[src/rtl/jeps_pkg.sv]
`timescale 1ns / 1ps

package jeps_pkg;

   // Event type bits. The axis bit wins when both are set.
   localparam int unsigned TYPE_AXIS_BIT   = 1;
   localparam int unsigned TYPE_BUTTON_BIT = 0;

   // Axis numbers of the source device.
   localparam logic [7:0] AXIS_LEFT_X  = 8'd0;
   localparam logic [7:0] AXIS_LEFT_Y  = 8'd1;
   localparam logic [7:0] AXIS_RIGHT_X = 8'd3;
   localparam logic [7:0] AXIS_RIGHT_Y = 8'd4;
   localparam logic [7:0] AXIS_DPAD_X  = 8'd6;
   localparam logic [7:0] AXIS_DPAD_Y  = 8'd7;

   // Analog byte slots.
   localparam logic [1:0] STICK_RIGHT_X = 2'd0;
   localparam logic [1:0] STICK_RIGHT_Y = 2'd1;
   localparam logic [1:0] STICK_LEFT_X  = 2'd2;
   localparam logic [1:0] STICK_LEFT_Y  = 2'd3;

   // Button map bit positions of the d-pad.
   localparam logic [3:0] BIT_UP    = 4'd4;
   localparam logic [3:0] BIT_RIGHT = 4'd5;
   localparam logic [3:0] BIT_DOWN  = 4'd6;
   localparam logic [3:0] BIT_LEFT  = 4'd7;

   localparam int unsigned NUM_SLOTS  = 12;
   localparam int unsigned NUM_STICKS = 4;

   localparam logic [7:0]  PRESSURE_FULL  = 8'hff;
   localparam logic [7:0]  PRESSURE_NONE  = 8'h00;
   localparam logic [7:0]  STICK_CENTER   = 8'd128;
   localparam logic [15:0] BUTTONS_ALL_UP = 16'hffff;

   typedef struct packed {
      logic [15:0]                     buttons;
      logic [NUM_SLOTS-1:0][7:0]       pressure;
      logic [NUM_STICKS-1:0][7:0]      stick;
   } pad_state_type;

   typedef struct packed {
      logic       hit;
      logic [3:0] index;
   } lookup_type;

   // Source button number to button map bit.
   function automatic lookup_type button_to_bit(logic [7:0] num);
      lookup_type r;
      r = '{hit: 1'b1, index: 4'd0};
      unique case (num)
         8'd0:    r.index = 4'd14;
         8'd1:    r.index = 4'd13;
         8'd2:    r.index = 4'd12;
         8'd3:    r.index = 4'd15;
         8'd4:    r.index = 4'd10;
         8'd5:    r.index = 4'd11;
         8'd6:    r.index = 4'd8;
         8'd7:    r.index = 4'd9;
         8'd8:    r.index = 4'd0;
         8'd9:    r.index = 4'd3;
         8'd11:   r.index = 4'd1;
         8'd12:   r.index = 4'd2;
         default: r.hit   = 1'b0;
      endcase
      return r;
   endfunction

   // Button map bit to pressure slot. Select, start, L3 and R3 have none.
   function automatic lookup_type bit_to_slot(logic [3:0] b);
      lookup_type r;
      r = '{hit: 1'b1, index: 4'd0};
      unique case (b)
         4'd4:    r.index = 4'd2;
         4'd5:    r.index = 4'd0;
         4'd6:    r.index = 4'd3;
         4'd7:    r.index = 4'd1;
         4'd8:    r.index = 4'd10;
         4'd9:    r.index = 4'd11;
         4'd10:   r.index = 4'd8;
         4'd11:   r.index = 4'd9;
         4'd12:   r.index = 4'd4;
         4'd13:   r.index = 4'd5;
         4'd14:   r.index = 4'd6;
         4'd15:   r.index = 4'd7;
         default: r.hit   = 1'b0;
      endcase
      return r;
   endfunction

endpackage

[src/rtl/joystick_event_to_pad_state_unit.sv]
`timescale 1ns / 1ps

// A word waits in the input register, then updates the pad state and the result
// register together, where its result becomes valid.
// Throughput: one word per cycle while results are taken; with a result held,
// one more word waits in the input register and then the input stalls.
// Reset: all buttons released, pressures 0, sticks 128, no words in flight.

module joystick_event_to_pad_state_unit (
   input  logic               clock,
   input  logic               reset,
   input  logic               req_valid,
   output logic               req_ready,
   input  logic [7:0]         req_event_type,
   input  logic [7:0]         req_event_number,
   input  logic signed [15:0] req_event_value,
   output logic               rsp_valid,
   input  logic               rsp_ready,
   output logic [15:0]        rsp_button_map,
   output logic [63:0]        rsp_pressures_low,
   output logic [31:0]        rsp_pressures_high,
   output logic [31:0]        rsp_stick_bytes,
   output logic               rsp_applied
);

   logic                    in_valid_ff;
   logic [7:0]              in_type_ff;
   logic [7:0]              in_number_ff;
   logic signed [15:0]      in_value_ff;
   jeps_pkg::pad_state_type state_ff;
   jeps_pkg::pad_state_type state_in;
   logic                    upd_applied;
   logic                    rsp_valid_ff;
   logic                    rsp_applied_ff;
   jeps_pkg::pad_state_type rsp_state_ff;
   logic                    advance;

   assign advance   = in_valid_ff && (!rsp_valid_ff || rsp_ready);
   assign req_ready = !in_valid_ff || advance;

   always_ff @(posedge clock) begin
      if (reset) begin
         in_valid_ff <= 1'b0;
      end else if (req_ready) begin
         in_valid_ff <= req_valid;
      end
   end

   always_ff @(posedge clock) begin
      if (req_valid && req_ready) begin
         in_type_ff   <= req_event_type;
         in_number_ff <= req_event_number;
         in_value_ff  <= req_event_value;
      end
   end

   jeps_update u_update (
      .cur_state    (state_ff),
      .event_type   (in_type_ff),
      .event_number (in_number_ff),
      .event_value  (in_value_ff),
      .nxt_state    (state_in),
      .applied      (upd_applied)
   );

   always_ff @(posedge clock) begin
      if (reset) begin
         state_ff.buttons  <= jeps_pkg::BUTTONS_ALL_UP;
         state_ff.pressure <= '0;
         state_ff.stick    <= {jeps_pkg::NUM_STICKS{jeps_pkg::STICK_CENTER}};
         rsp_valid_ff      <= 1'b0;
      end else begin
         if (advance) begin
            state_ff <= state_in;
         end
         if (advance) begin
            rsp_valid_ff <= 1'b1;
         end else if (rsp_ready) begin
            rsp_valid_ff <= 1'b0;
         end
      end
   end

   always_ff @(posedge clock) begin
      if (advance) begin
         rsp_state_ff   <= state_in;
         rsp_applied_ff <= upd_applied;
      end
   end

   assign rsp_valid          = rsp_valid_ff;
   assign rsp_button_map     = rsp_state_ff.buttons;
   assign rsp_pressures_low  = rsp_state_ff.pressure[7:0];
   assign rsp_pressures_high = rsp_state_ff.pressure[11:8];
   assign rsp_stick_bytes    = rsp_state_ff.stick;
   assign rsp_applied        = rsp_applied_ff;

   // The word on display always shows the current pad state.
   a_rsp_matches_state: assert property (@(posedge clock) disable iff (reset)
      rsp_valid_ff |-> (rsp_state_ff == state_ff))
      else $error("result word does not match pad state");

   // An ignored event leaves the pad state untouched.
   a_ignored_stable: assert property (@(posedge clock) disable iff (reset)
      (advance && !upd_applied) |=> $stable(state_ff))
      else $error("ignored event changed pad state");

   // A held input word is neither lost nor altered while the result stalls.
   a_in_hold: assert property (@(posedge clock) disable iff (reset)
      (in_valid_ff && !advance) |=> (in_valid_ff && $stable(in_number_ff)))
      else $error("stalled input word was dropped");

   // The state only moves when a word is applied.
   a_state_moves_on_advance: assert property (@(posedge clock) disable iff (reset)
      !advance |=> $stable(state_ff))
      else $error("pad state changed without an event");

endmodule

[src/rtl/jeps_update.sv]
`timescale 1ns / 1ps

module jeps_update (
   input  jeps_pkg::pad_state_type cur_state,
   input  logic [7:0]              event_type,
   input  logic [7:0]              event_number,
   input  logic signed [15:0]      event_value,
   output jeps_pkg::pad_state_type nxt_state,
   output logic                    applied
);

   always_comb begin
      jeps_pkg::lookup_type btn;
      jeps_pkg::lookup_type slot;
      jeps_pkg::lookup_type neg_slot;
      jeps_pkg::lookup_type pos_slot;
      logic [3:0] neg_bit;
      logic [3:0] pos_bit;
      logic       dpad_hit;
      logic       stick_hit;
      logic [1:0] stick_idx;
      logic [7:0] stick_byte;
      logic       down;

      nxt_state  = cur_state;
      applied    = 1'b0;
      dpad_hit   = 1'b0;
      stick_hit  = 1'b0;
      stick_idx  = jeps_pkg::STICK_RIGHT_X;
      neg_bit    = jeps_pkg::BIT_LEFT;
      pos_bit    = jeps_pkg::BIT_RIGHT;
      // Top byte of the value with its sign bit flipped is 128 plus value >> 8.
      stick_byte = {~event_value[15], event_value[14:8]};
      down       = (event_value != 16'sd0);
      btn        = jeps_pkg::button_to_bit(event_number);
      slot       = jeps_pkg::bit_to_slot(btn.index);

      if (event_type[jeps_pkg::TYPE_AXIS_BIT]) begin
         unique case (event_number)
            jeps_pkg::AXIS_LEFT_X: begin
               stick_hit = 1'b1;
               stick_idx = jeps_pkg::STICK_LEFT_X;
            end
            jeps_pkg::AXIS_LEFT_Y: begin
               stick_hit = 1'b1;
               stick_idx = jeps_pkg::STICK_LEFT_Y;
            end
            jeps_pkg::AXIS_RIGHT_X: begin
               stick_hit = 1'b1;
               stick_idx = jeps_pkg::STICK_RIGHT_X;
            end
            jeps_pkg::AXIS_RIGHT_Y: begin
               stick_hit = 1'b1;
               stick_idx = jeps_pkg::STICK_RIGHT_Y;
            end
            jeps_pkg::AXIS_DPAD_X: begin
               dpad_hit = 1'b1;
               neg_bit  = jeps_pkg::BIT_LEFT;
               pos_bit  = jeps_pkg::BIT_RIGHT;
            end
            jeps_pkg::AXIS_DPAD_Y: begin
               dpad_hit = 1'b1;
               neg_bit  = jeps_pkg::BIT_UP;
               pos_bit  = jeps_pkg::BIT_DOWN;
            end
            default: ;
         endcase
      end

      neg_slot = jeps_pkg::bit_to_slot(neg_bit);
      pos_slot = jeps_pkg::bit_to_slot(pos_bit);

      if (stick_hit) begin
         applied                       = 1'b1;
         nxt_state.stick[stick_idx]    = stick_byte;
      end else if (dpad_hit) begin
         // Release both directions, then press the one the sign selects.
         applied                          = 1'b1;
         nxt_state.buttons[neg_bit]       = ~event_value[15];
         nxt_state.buttons[pos_bit]       = event_value[15] | ~down;
         nxt_state.pressure[neg_slot.index] =
            event_value[15] ? jeps_pkg::PRESSURE_FULL : jeps_pkg::PRESSURE_NONE;
         nxt_state.pressure[pos_slot.index] =
            (!event_value[15] && down) ? jeps_pkg::PRESSURE_FULL
                                       : jeps_pkg::PRESSURE_NONE;
      end else if (!event_type[jeps_pkg::TYPE_AXIS_BIT] &&
                   event_type[jeps_pkg::TYPE_BUTTON_BIT] && btn.hit) begin
         applied                        = 1'b1;
         nxt_state.buttons[btn.index]   = ~down;
         if (slot.hit) begin
            nxt_state.pressure[slot.index] =
               down ? jeps_pkg::PRESSURE_FULL : jeps_pkg::PRESSURE_NONE;
         end
      end
   end

endmodule
[config.mk]
export PLATFORM = sky130hd
export DESIGN_NAME = joystick_event_to_pad_state_unit
export DESIGN_NICKNAME = d
export VERILOG_FILES = /design/src/rtl/jeps_pkg.sv /design/src/rtl/joystick_event_to_pad_state_unit.sv /design/src/rtl/jeps_update.sv
export SDC_FILE = /design/constraint.sdc
export NUM_CORES = 1
export LEC_CHECK = 0
export BUFFER_PORTS_ARGS = -buffer_cell sky130_fd_sc_hd__buf_2
export CAP_MARGIN = 20
export CORE_ASPECT_RATIO = 0.9
export CORE_MARGIN = 4
export CORE_UTILIZATION = 51
export DETAILED_ROUTE_END_ITERATION = 7
export PLACE_DENSITY = 0.84
export REMOVE_ABC_BUFFERS = 1
export SYNTH_ARGS = -nofsm -noshare
export SYNTH_HDL_FRONTEND = slang
export SYNTH_SLANG_ARGS = --single-unit
[constraint.sdc]
create_clock -name clock -period 7.35 [get_ports clock]
set_input_delay 0.3675 -clock clock [delete_from_list [all_inputs] [get_ports clock]]
set_output_delay 0.3675 -clock clock [all_outputs]
set_load 0.03 [all_outputs]
* Word level (Yosys, flattened, before mapping)
Cells that the tools add are included.
** Storage, ports and cells
- Bits in read-only memories :: 0
- Output and inout bits :: 147
- Latch bits :: 0
- RAM bits :: 0
- Word-level logic and storage cells :: 176
- Memories kept :: 0
- Bits in registers :: 317
** Cells by class
- Eq/ne operators :: 45
- Add/sub/neg operators :: 0
- Bitwise logic cells :: 3
- $mul :: 0
- $lt $le $gt $ge :: 14
- Div/mod/pow operators :: 0
- Reductions and logical operators :: 26
- Multiplexer cells :: 48
- Shift-type cells :: 0
** Operators with widths (number)
- $mux W112 :: 3
- $bwmux W96 :: 3
- $pmux W4 S11 :: 4
- $demux W8 S4 :: 3
- $eq A4 B4 Y1 const B :: 24
- $mux W96 :: 1
- $mux W8 :: 7
- $bwmux W16 :: 3
- $eq A4 B3 Y1 const B :: 10
- $bwmux W32 :: 1
- $eq A8 B3 Y1 const B :: 4
- $eq A8 B4 Y1 const B :: 4
- $mux W32 :: 1
- $lt A4 B5 Y1 const B :: 6
- $ge A4 B1 Y1 const B :: 6
- $reduce_or A12 Y1 :: 2
- $demux W8 S2 :: 1
- $eq A8 B2 Y1 const B :: 2
- $reduce_bool A16 Y1 :: 1
- $demux W1 S4 :: 3
- $logic_and A1 B1 Y1 :: 12
- $mux W1 :: 12
- $mux W2 :: 5
- $eq A8 B1 Y1 const B :: 1
- other kinds (11) :: 17

* Longest topological paths before layout
Gate-level depths: netlist of the first run.
- Depth after elaboration :: 13
- Mapped depth :: 8
- Gate-level depth less buffers :: 4

* Cells and area by module
A second synthesis of the first run with hierarchy kept.
** Unflattened totals
- Cells, all modules :: 1028
- Area, all modules :: 13794.5 µm²
** By module, submodules not included
- joystick_event_to_pad_state_unit :: times used 1, cells an instance 811, area each 11715.0 µm², sequential area each 8237.9 µm²
- jeps_update :: times used 1, cells an instance 217, area each 2079.5 µm², sequential area each 0.0 µm²

* Worst setup path before layout of the first run
OpenSTA, ideal clock, no wires.
- Path kind :: register -> register
- Start point :: register rsp_valid_ff (netlist: rsp_valid)
- End point :: register rsp_applied_ff (netlist: rsp_applied) (enable)
- Clock period less this slack :: 7.521 ns
- Buffers on the path :: 1
- Stages on the path, launching flop included :: 4
- Arrival time :: 6.869 ns
- Path slack :: -0.171 ns
- Cells stage by stage :: dfxtp_1 nor2b_1 clkbuf_1 nor2_1
** Between the ends
- Word-level cells in the longest chain between the ends :: 3
** Ends and longest elaborated chain
- from (decl) :: line joystick_event_to_pad_state_unit.sv:33 : logic rsp_valid_ff;
- from (signal assigned) :: line joystick_event_to_pad_state_unit.sv:71 : rsp_valid_ff <= 1'b0;
- from (signal assigned) :: line joystick_event_to_pad_state_unit.sv:77 : rsp_valid_ff <= 1'b1;
- from (signal assigned) :: line joystick_event_to_pad_state_unit.sv:79 : rsp_valid_ff <= 1'b0;
- $logic_not A1 Y1 :: line joystick_event_to_pad_state_unit.sv:38 : assign advance = in_valid_ff && (!rsp_valid_ff || rsp_ready);
- $logic_or A1 B1 Y1 :: line joystick_event_to_pad_state_unit.sv:38
- $logic_and A1 B1 Y1 :: line joystick_event_to_pad_state_unit.sv:38
- via advance :: line joystick_event_to_pad_state_unit.sv:36 : logic advance;
- to (signal assigned) :: line joystick_event_to_pad_state_unit.sv:87 : rsp_applied_ff <= upd_applied;
- to (decl) :: line joystick_event_to_pad_state_unit.sv:34 : logic rsp_applied_ff;
The timed path passes the listed nets, and every way through them passes these cells.
A chain may end at the register's enable or synchronous reset.

==> results of run 1 <==
==> worst max path at each step <==
stage	cells after the start	endpoint	start
floorplan	2	rsp_applied	rsp_valid
global placement	4	rsp_button_map[6]	in_number_ff[3]
detailed placement	4	rsp_button_map[6]	in_number_ff[3]
CTS	4	rsp_button_map[6]	in_number_ff[3]
global route	4	rsp_button_map[6]	in_number_ff[3]
finish	4	rsp_button_map[6]	in_number_ff[3]
==> worst max-delay path: cells and delay by family (launching register included) <==
kind / cells / cell delay, ns
AO/OA/AOI/OAI: 1 / 0.07
flip-flops: 1 / 0.61
AND/OR/NAND/NOR: 3 / 2.38
==> repair_timing <==
item                                   in CTS  in global routing
buffers inserted                            0                  0
endpoints found under the hold margin      25                  1
hold buffers                               25                  1
==> per-layer routing <==
layer	vias to the layer above	GRT usage [%]	wire, um
met5	-	0	0
met4	0	4.38	482
met1	3698	25.2	10900
met3	33	4.07	1400
met2	198	33.1	12600
li1	3734	-	-
==> registers in the layout (all words and copies together) (netlist names) <==
name and count:
rsp_pressures_high 32, rsp_button_map 16, in_valid_ff 1, rsp_applied 1, rsp_valid 1, rsp_pressures_low 64, in_value_ff 16, in_number_ff 8
rsp_stick_bytes 32, in_type_ff 2, state_ff 144
==> layout by cell type, fill, tap and decap left out, drive strengths merged <==
cell           n
and2           7
dlygate4sd3   26
clkinv         2
a21o          42
nand2         73
nand2b         3
dfxtp        146
and4           4
nor2         106
nor2b          5
bufinv         2
or4b           2
and3           8
nor4bb         2
nor3           9
or3            2
o31ai          2
mux2          32
a311oi         1
and4b          1
a21boi         2
nor4           9
a21oi         90
inv           13
buf          190
o41ai          1
o21a          65
o21ai         13
or4            2
a31oi          9
clkbuf        50
nand4b         1
nand4          6
a41oi          2
a211o          2
nand3         13
edfxtp       171
nor4b          2
mux2i         28
==> kinds of logic after synthesis <==
group | count (synthesis) | synth area share [%]
mux | 60 | 5.48
flops | 317 | 68.9
compound gates | 229 | 12.5
simple gates | 255 | 10.5
buf+inv | 79 | 2.73
==> final cells by class <==
| class | instances | area (um^2) |
|---|---|---|
| clock inverters | 6 | 82.6 |
| inverters | 11 | 41.3 |
| repair buffers | 216 | 1280 |
| flip-flops and latches | 317 | 8060 |
| fillers | 1712 | 8380 |
| multi-input cells | 544 | 3360 |
| well taps | 297 | 372 |
| clock buffers | 50 | 930 |
==> power groups by stage <==
stage | logic, mW | registers [mW] | clock network [mW]
detailed placement | 0.172 | 1.97 | 0
floorplan | 0.0393 | 2.04 | 0
global placement | 0.170 | 1.97 | 0
CTS | 0.183 | 1.93 | 1.59
finish | 0.188 | 1.93 | 1.56
global route | 0.199 | 1.94 | 1.67
==> stage by stage <==
| stage | cell area, um^2 | util (%) |
|---|---|---|
| 2_1_floorplan | 11400 | - |
| 6_report | 14100 | 62.8 |
| 3_5_place_dp | 12800 | 56.8 |
| 3_3_place_gp | 12800 | 56.8 |
| 4_1_cts | 14000 | 62.4 |
| 5_1_grt | 14100 | 62.8 |
==> impl_results.md, run 1 <==
* Outcome: completed
* CTS Root Cell: clkbuf_16
* Critical path capture point type: flop
* Max incr delay on CP at 0.98 ns
* Largest net degree at the start of global routing at 90
* Tcrit/Tclk final at 45.8%
* Post-detailed-routing wire length at 25300 um
* Count of final setup violators at 0
* Arrival time worst endpoint at 3.61 ns
* Hold Path Class: input port to flop
* Via density at 5.32
* Register bit total from synthesis at 317
* Gr ovfl total at 0
* Slowest library cell on the worst path: nor3_1
* RSZ-0062 raised after global routing: false
* Flop-to-flop setup slack at 3.98 ns
* Clock latency at the later pin of the worst-skew pair at 0.55 ns
* Initial antenna violation count at 0
* Via Count at 7663
* Initial core utilization at 52.0%
* Setup CP Type: flop to flop
* Antenna diodes at 0
* Max VDD drop at 0.000207 V
* Top post-synthesis cells by area: edfxtp_1 44%, dfxtp_1 25%, o21a_1 4.2%, a21oi_1 3.9%, nor2_1 3.4%
* Area leader, netlist: edfxtp_1
* Slew HR at 31.4%
* F_max at 297 MHz
* Tmin final at 3.37 ns
* RR Startpoint: in_number_ff[3]
* CTS tree: built
* Core area at 22500 um^2
* Final Hold Vio Count at 0
* Logic pwr share at 5.1%
* P_int at 2.89 mW
* Design Power at 3.68 mW
* Synth unique cells at 41
* Cells after synthesis at 940
* Die Ht at 152 um
* Worst setup margin at 3.98 ns
* Crit start category: flop
* Worst r2r dst: rsp_button_map[6]
* Drt first pass iters at 5
* Full die area at 25400 um^2
* Seq/Total Area, Yosys at 68.9%
* Yosys warns at 0
* IO buf count at 176
* Remaining antenna violation count at 0
* Non-Filler Instances at 1441
* Die W at 168 um
* R2R depth at 4
* Critical path peak fanout at 20
* # clock sinks at 317
* Final net count at 1156
* Cell count after placement at 1355
* Num CTS Buffers at 30
* Total Routing Usage GR at 19.2%
* Synth cell count leaders: 171 x edfxtp_1, 146 x dfxtp_1, 106 x nor2_1, 90 x a21oi_1, 73 x nand2_1
* DRC viols at 0
* Leakage power at 5.65 nW
* GPL Wtd Cong at 0.751
* Longest Clk Path Bufs at 3
* Hold WS at 0.0496 ns
* P&R area growth vs syn at 20.8%
* Avg WL per Cell at 17.6 um
* Hpwl dp at 15400 um
* Clk slew on worst S/H paths at 0.06 ns
* Tightest Pin Transition at 1.02 ns
* Hold worst-path end: in_valid_ff
* Hold Path Depth at 3
* IO Pins at 183
* CP Cell Sequence: and4b_1 -> nand3_1 -> nor3_1 -> a21oi_1
* Clock Skews at 0.0170 ns
* Number of synthesized flops with an enable pin at 171
* Layout cells sized above 1 at 24.2%
* Setup TNS at 0 ns
* HP Start: req_valid
* Sw Ratio at 21.6%
* Final Slew Violations at 0
* Main flop type after synthesis: edfxtp_1
* First-pass GRT wire length at 39200 um
* Area share of the largest cell type after synthesis at 43.9%
* Power per cell area at 261 nW/um^2
* H-tree depth at 1
* DRT iter0 DRCs at 527
* Critical Path RT at 7.60 ns
* Max Cap Viol at 0
* Ys async rst share at 0%
* Row count at 52
* Post-Syn Area at 11700 um^2
* Post-CTS sizing at 0
* Synthesized area per cell at 12.4 um^2
* Reg power frac at 52.4%
* DP Worst Slack at 4.02 ns
* Clock group share of total power at 42.5%
* Vias in the first global route at 7363
* Net Sw Power at 0.796 mW
* Most frequent cell after synthesis: edfxtp_1
No activity file was read; power rests on OpenSTA's default activity.
==> inputs of run 2 (changes only) <==
Clock period 7.35 ns to 2.96 ns, I/O delays scaled along.
==> run 2 against run 1 <==
Sequential power is 150% higher. Sequential cell count is the same. Non-clock buffer count grew 18. Critical endpoint is now state_ff[84]. Fmax increased by 38%. Global-route usage is 0.094 points higher. Clock power increased to 2.6 times the previous value. Utilization grew 0.64 points. Total power rose to 2.5 times the previous value. Hold slack better by 0.088 ns. Design area grew 1.0%.
==> impl_results.md, run 2 (same netlist as run 1, synthesis figures left out) <==
* Tmin final at 2.43 ns
* # clock sinks at 317
* Arrival time worst endpoint at 2.91 ns
* Design Power at 9.26 mW
* Setup CP Type: flop to flop
* Hold Path Depth at 3
* Post-CTS Hold Fix Bufs at 27
* GPL Wtd Cong at 0.751
* Final Hold Vio Count at 0
* DRC viols at 0
* Tightest Pin Transition at 1.01 ns
* Max reg flops at 144
* RSZ-0062 raised after global routing: false
* CTS Root Cell: clkbuf_16
* Largest net degree at the start of global routing at 60
* Initial core utilization at 52.0%
* Setup bufs post-CTS at 0
* Row count at 52
* Critical path capture point type: flop
* First-pass GRT wire length at 39800 um
* Core area at 22500 um^2
* Critical path peak fanout at 16
* Vias in the first global route at 7677
* P&R area growth vs syn at 22.0%
* Critical Path RT at 3.44 ns
* H-tree depth at 1
* Most frequent cells in the layout: 176 x buf_2, 171 x edfxtp_1, 146 x dfxtp_1, 105 x nor2_1, 90 x a21oi_1
* Slowest library cell on the worst path: nor2_1
* Full die area at 25400 um^2
* HP Start: rsp_ready
* Clk slew on worst S/H paths at 0.06 ns
* Max incr delay on CP at 0.68 ns
* Avg WL per Cell at 17.3 um
* Max VDD drop at 0.000499 V
* Hold Path Class: input port to flop
* Layout cells sized above 1 at 25.4%
* Hold WS at 0.138 ns
* Leakage power at 5.74 nW
* Power per cell area at 649 nW/um^2
* Crit start category: flop
* IO Pins at 183
* R2R depth at 5
* F_max at 411 MHz
* Remaining antenna violation count at 0
* Max Cap Viol at 0
* Via density at 5.31
* CP Buf/Inv Count at 1
* Flop-to-flop setup slack at 0.53 ns
* CP delay by family, top: simple AND/OR/NAND/NOR gates
* Post-detailed-routing wire length at 25300 um
* Most flop-heavy register: state_ff
* CP Cell Sequence: nor4_4 -> buf_4 -> nand4_1 -> nor2_1 -> o21a_1
* IO buf count at 176
* Hold worst-path end: rsp_valid
* Slew HR at 32.4%
* Longest Clk Path Bufs at 3
* Outcome: completed
* Worst r2r dst: state_ff[84]
* RR Startpoint: in_number_ff[5]
* Num CTS Buffers at 31
* Final net count at 1175
* Most common cell after layout, fill and taps aside: buf_2
* Drt first pass iters at 5
* Via Count at 7765
* Clock Skews at 0.0167 ns
* CTS tree: built
* Initial antenna violation count at 1
* Hpwl dp at 16000 um
* Final Slew Violations at 0
* Tcrit/Tclk final at 82.2%
* Post-CTS sizing at 0
* FILL cells at 1707
* DRT iter0 DRCs at 479
* Gr ovfl total at 0
* Clock latency at the later pin of the worst-skew pair at 0.54 ns
* Total Routing Usage GR at 19.3%
* Die Ht at 152 um
* Count of final setup violators at 0
* Die W at 168 um
## run 2: cell count changes in the layout (fill, tap and decap cells not counted), sizes merged
cell         before  now
buf             190  207
clkinvlp          0    1
dlygate4sd3      26   27
clkinv            2    5
clkbuf           50   46
bufinv            2    4
diode             0    1
inv              13   12
## run 2: worst max path at each step
| stage | startpoint | to | cells after the start |
|---|---|---|---|
| 2_1_floorplan | rsp_valid | rsp_applied | 2 |
| 3_3_place_gp | in_number_ff[1] | rsp_stick_bytes[1] | 3 |
| 3_5_place_dp | in_number_ff[5] | state_ff[102] | 5 |
| 4_1_cts | in_number_ff[5] | state_ff[102] | 5 |
| 5_1_grt | in_number_ff[5] | state_ff[100] | 5 |
| 6_report | in_number_ff[5] | state_ff[84] | 5 |
## run 2: worst reg2reg max path, stage by stage, from the launching register on
cell	delay [ns]
edfxtp_1	0.43
nor4_4	0.29
buf_4	0.26
nand4_1	0.54
nor2_1	0.68
o21a_1	0.18
## run 2: metal layers
layer	GRT usage, %	vias up	part of all wire, %
met3	4.07	33	5.9
met2	34.1	213	50
met4	4.30	0	2.0
met5	0	-	0
met1	24.7	3744	42
li1	-	3775	-
## run 2: layout make-up
| class | count | area (um^2) | area share (%) |
|---|---|---|---|
| flip-flops and latches | 317 | 8060 | 56.5 |
| diodes | 1 | 2.50 | 0.0175 |
| multi-input cells | 544 | 3360 | 23.5 |
| clock buffers | 46 | 893 | 6.26 |
| clock inverters | 11 | 160 | 1.12 |
| inverters | 11 | 41.3 | 0.289 |
| well taps | 297 | 372 | 2.60 |
| repair buffers | 234 | 1380 | 9.70 |
## run 2: where the power goes
part	leakage, nW	switching [mW]	internal [mW]
clock network	0.510	1.57	2.43
registers	2.70	0.0600	4.73
logic	2.53	0.340	0.125
## run 2: per-stage QoR
step | TNS (ns) | cells | cell area [um^2] | setup slack (ns) | util [%]
after floorplan | -673.46 | 872 | 11400 | -4.45 | -
after global placement | 0 | 1376 | 12900 | 0.553 | 57.5
after detailed placement | 0 | 1376 | 12900 | 0.508 | 57.5
after CTS | 0 | 1460 | 14300 | 0.503 | 63.4
after global routing | 0 | 1461 | 14300 | 0.287 | 63.4
final | 0 | 1461 | 14300 | 0.527 | 63.4
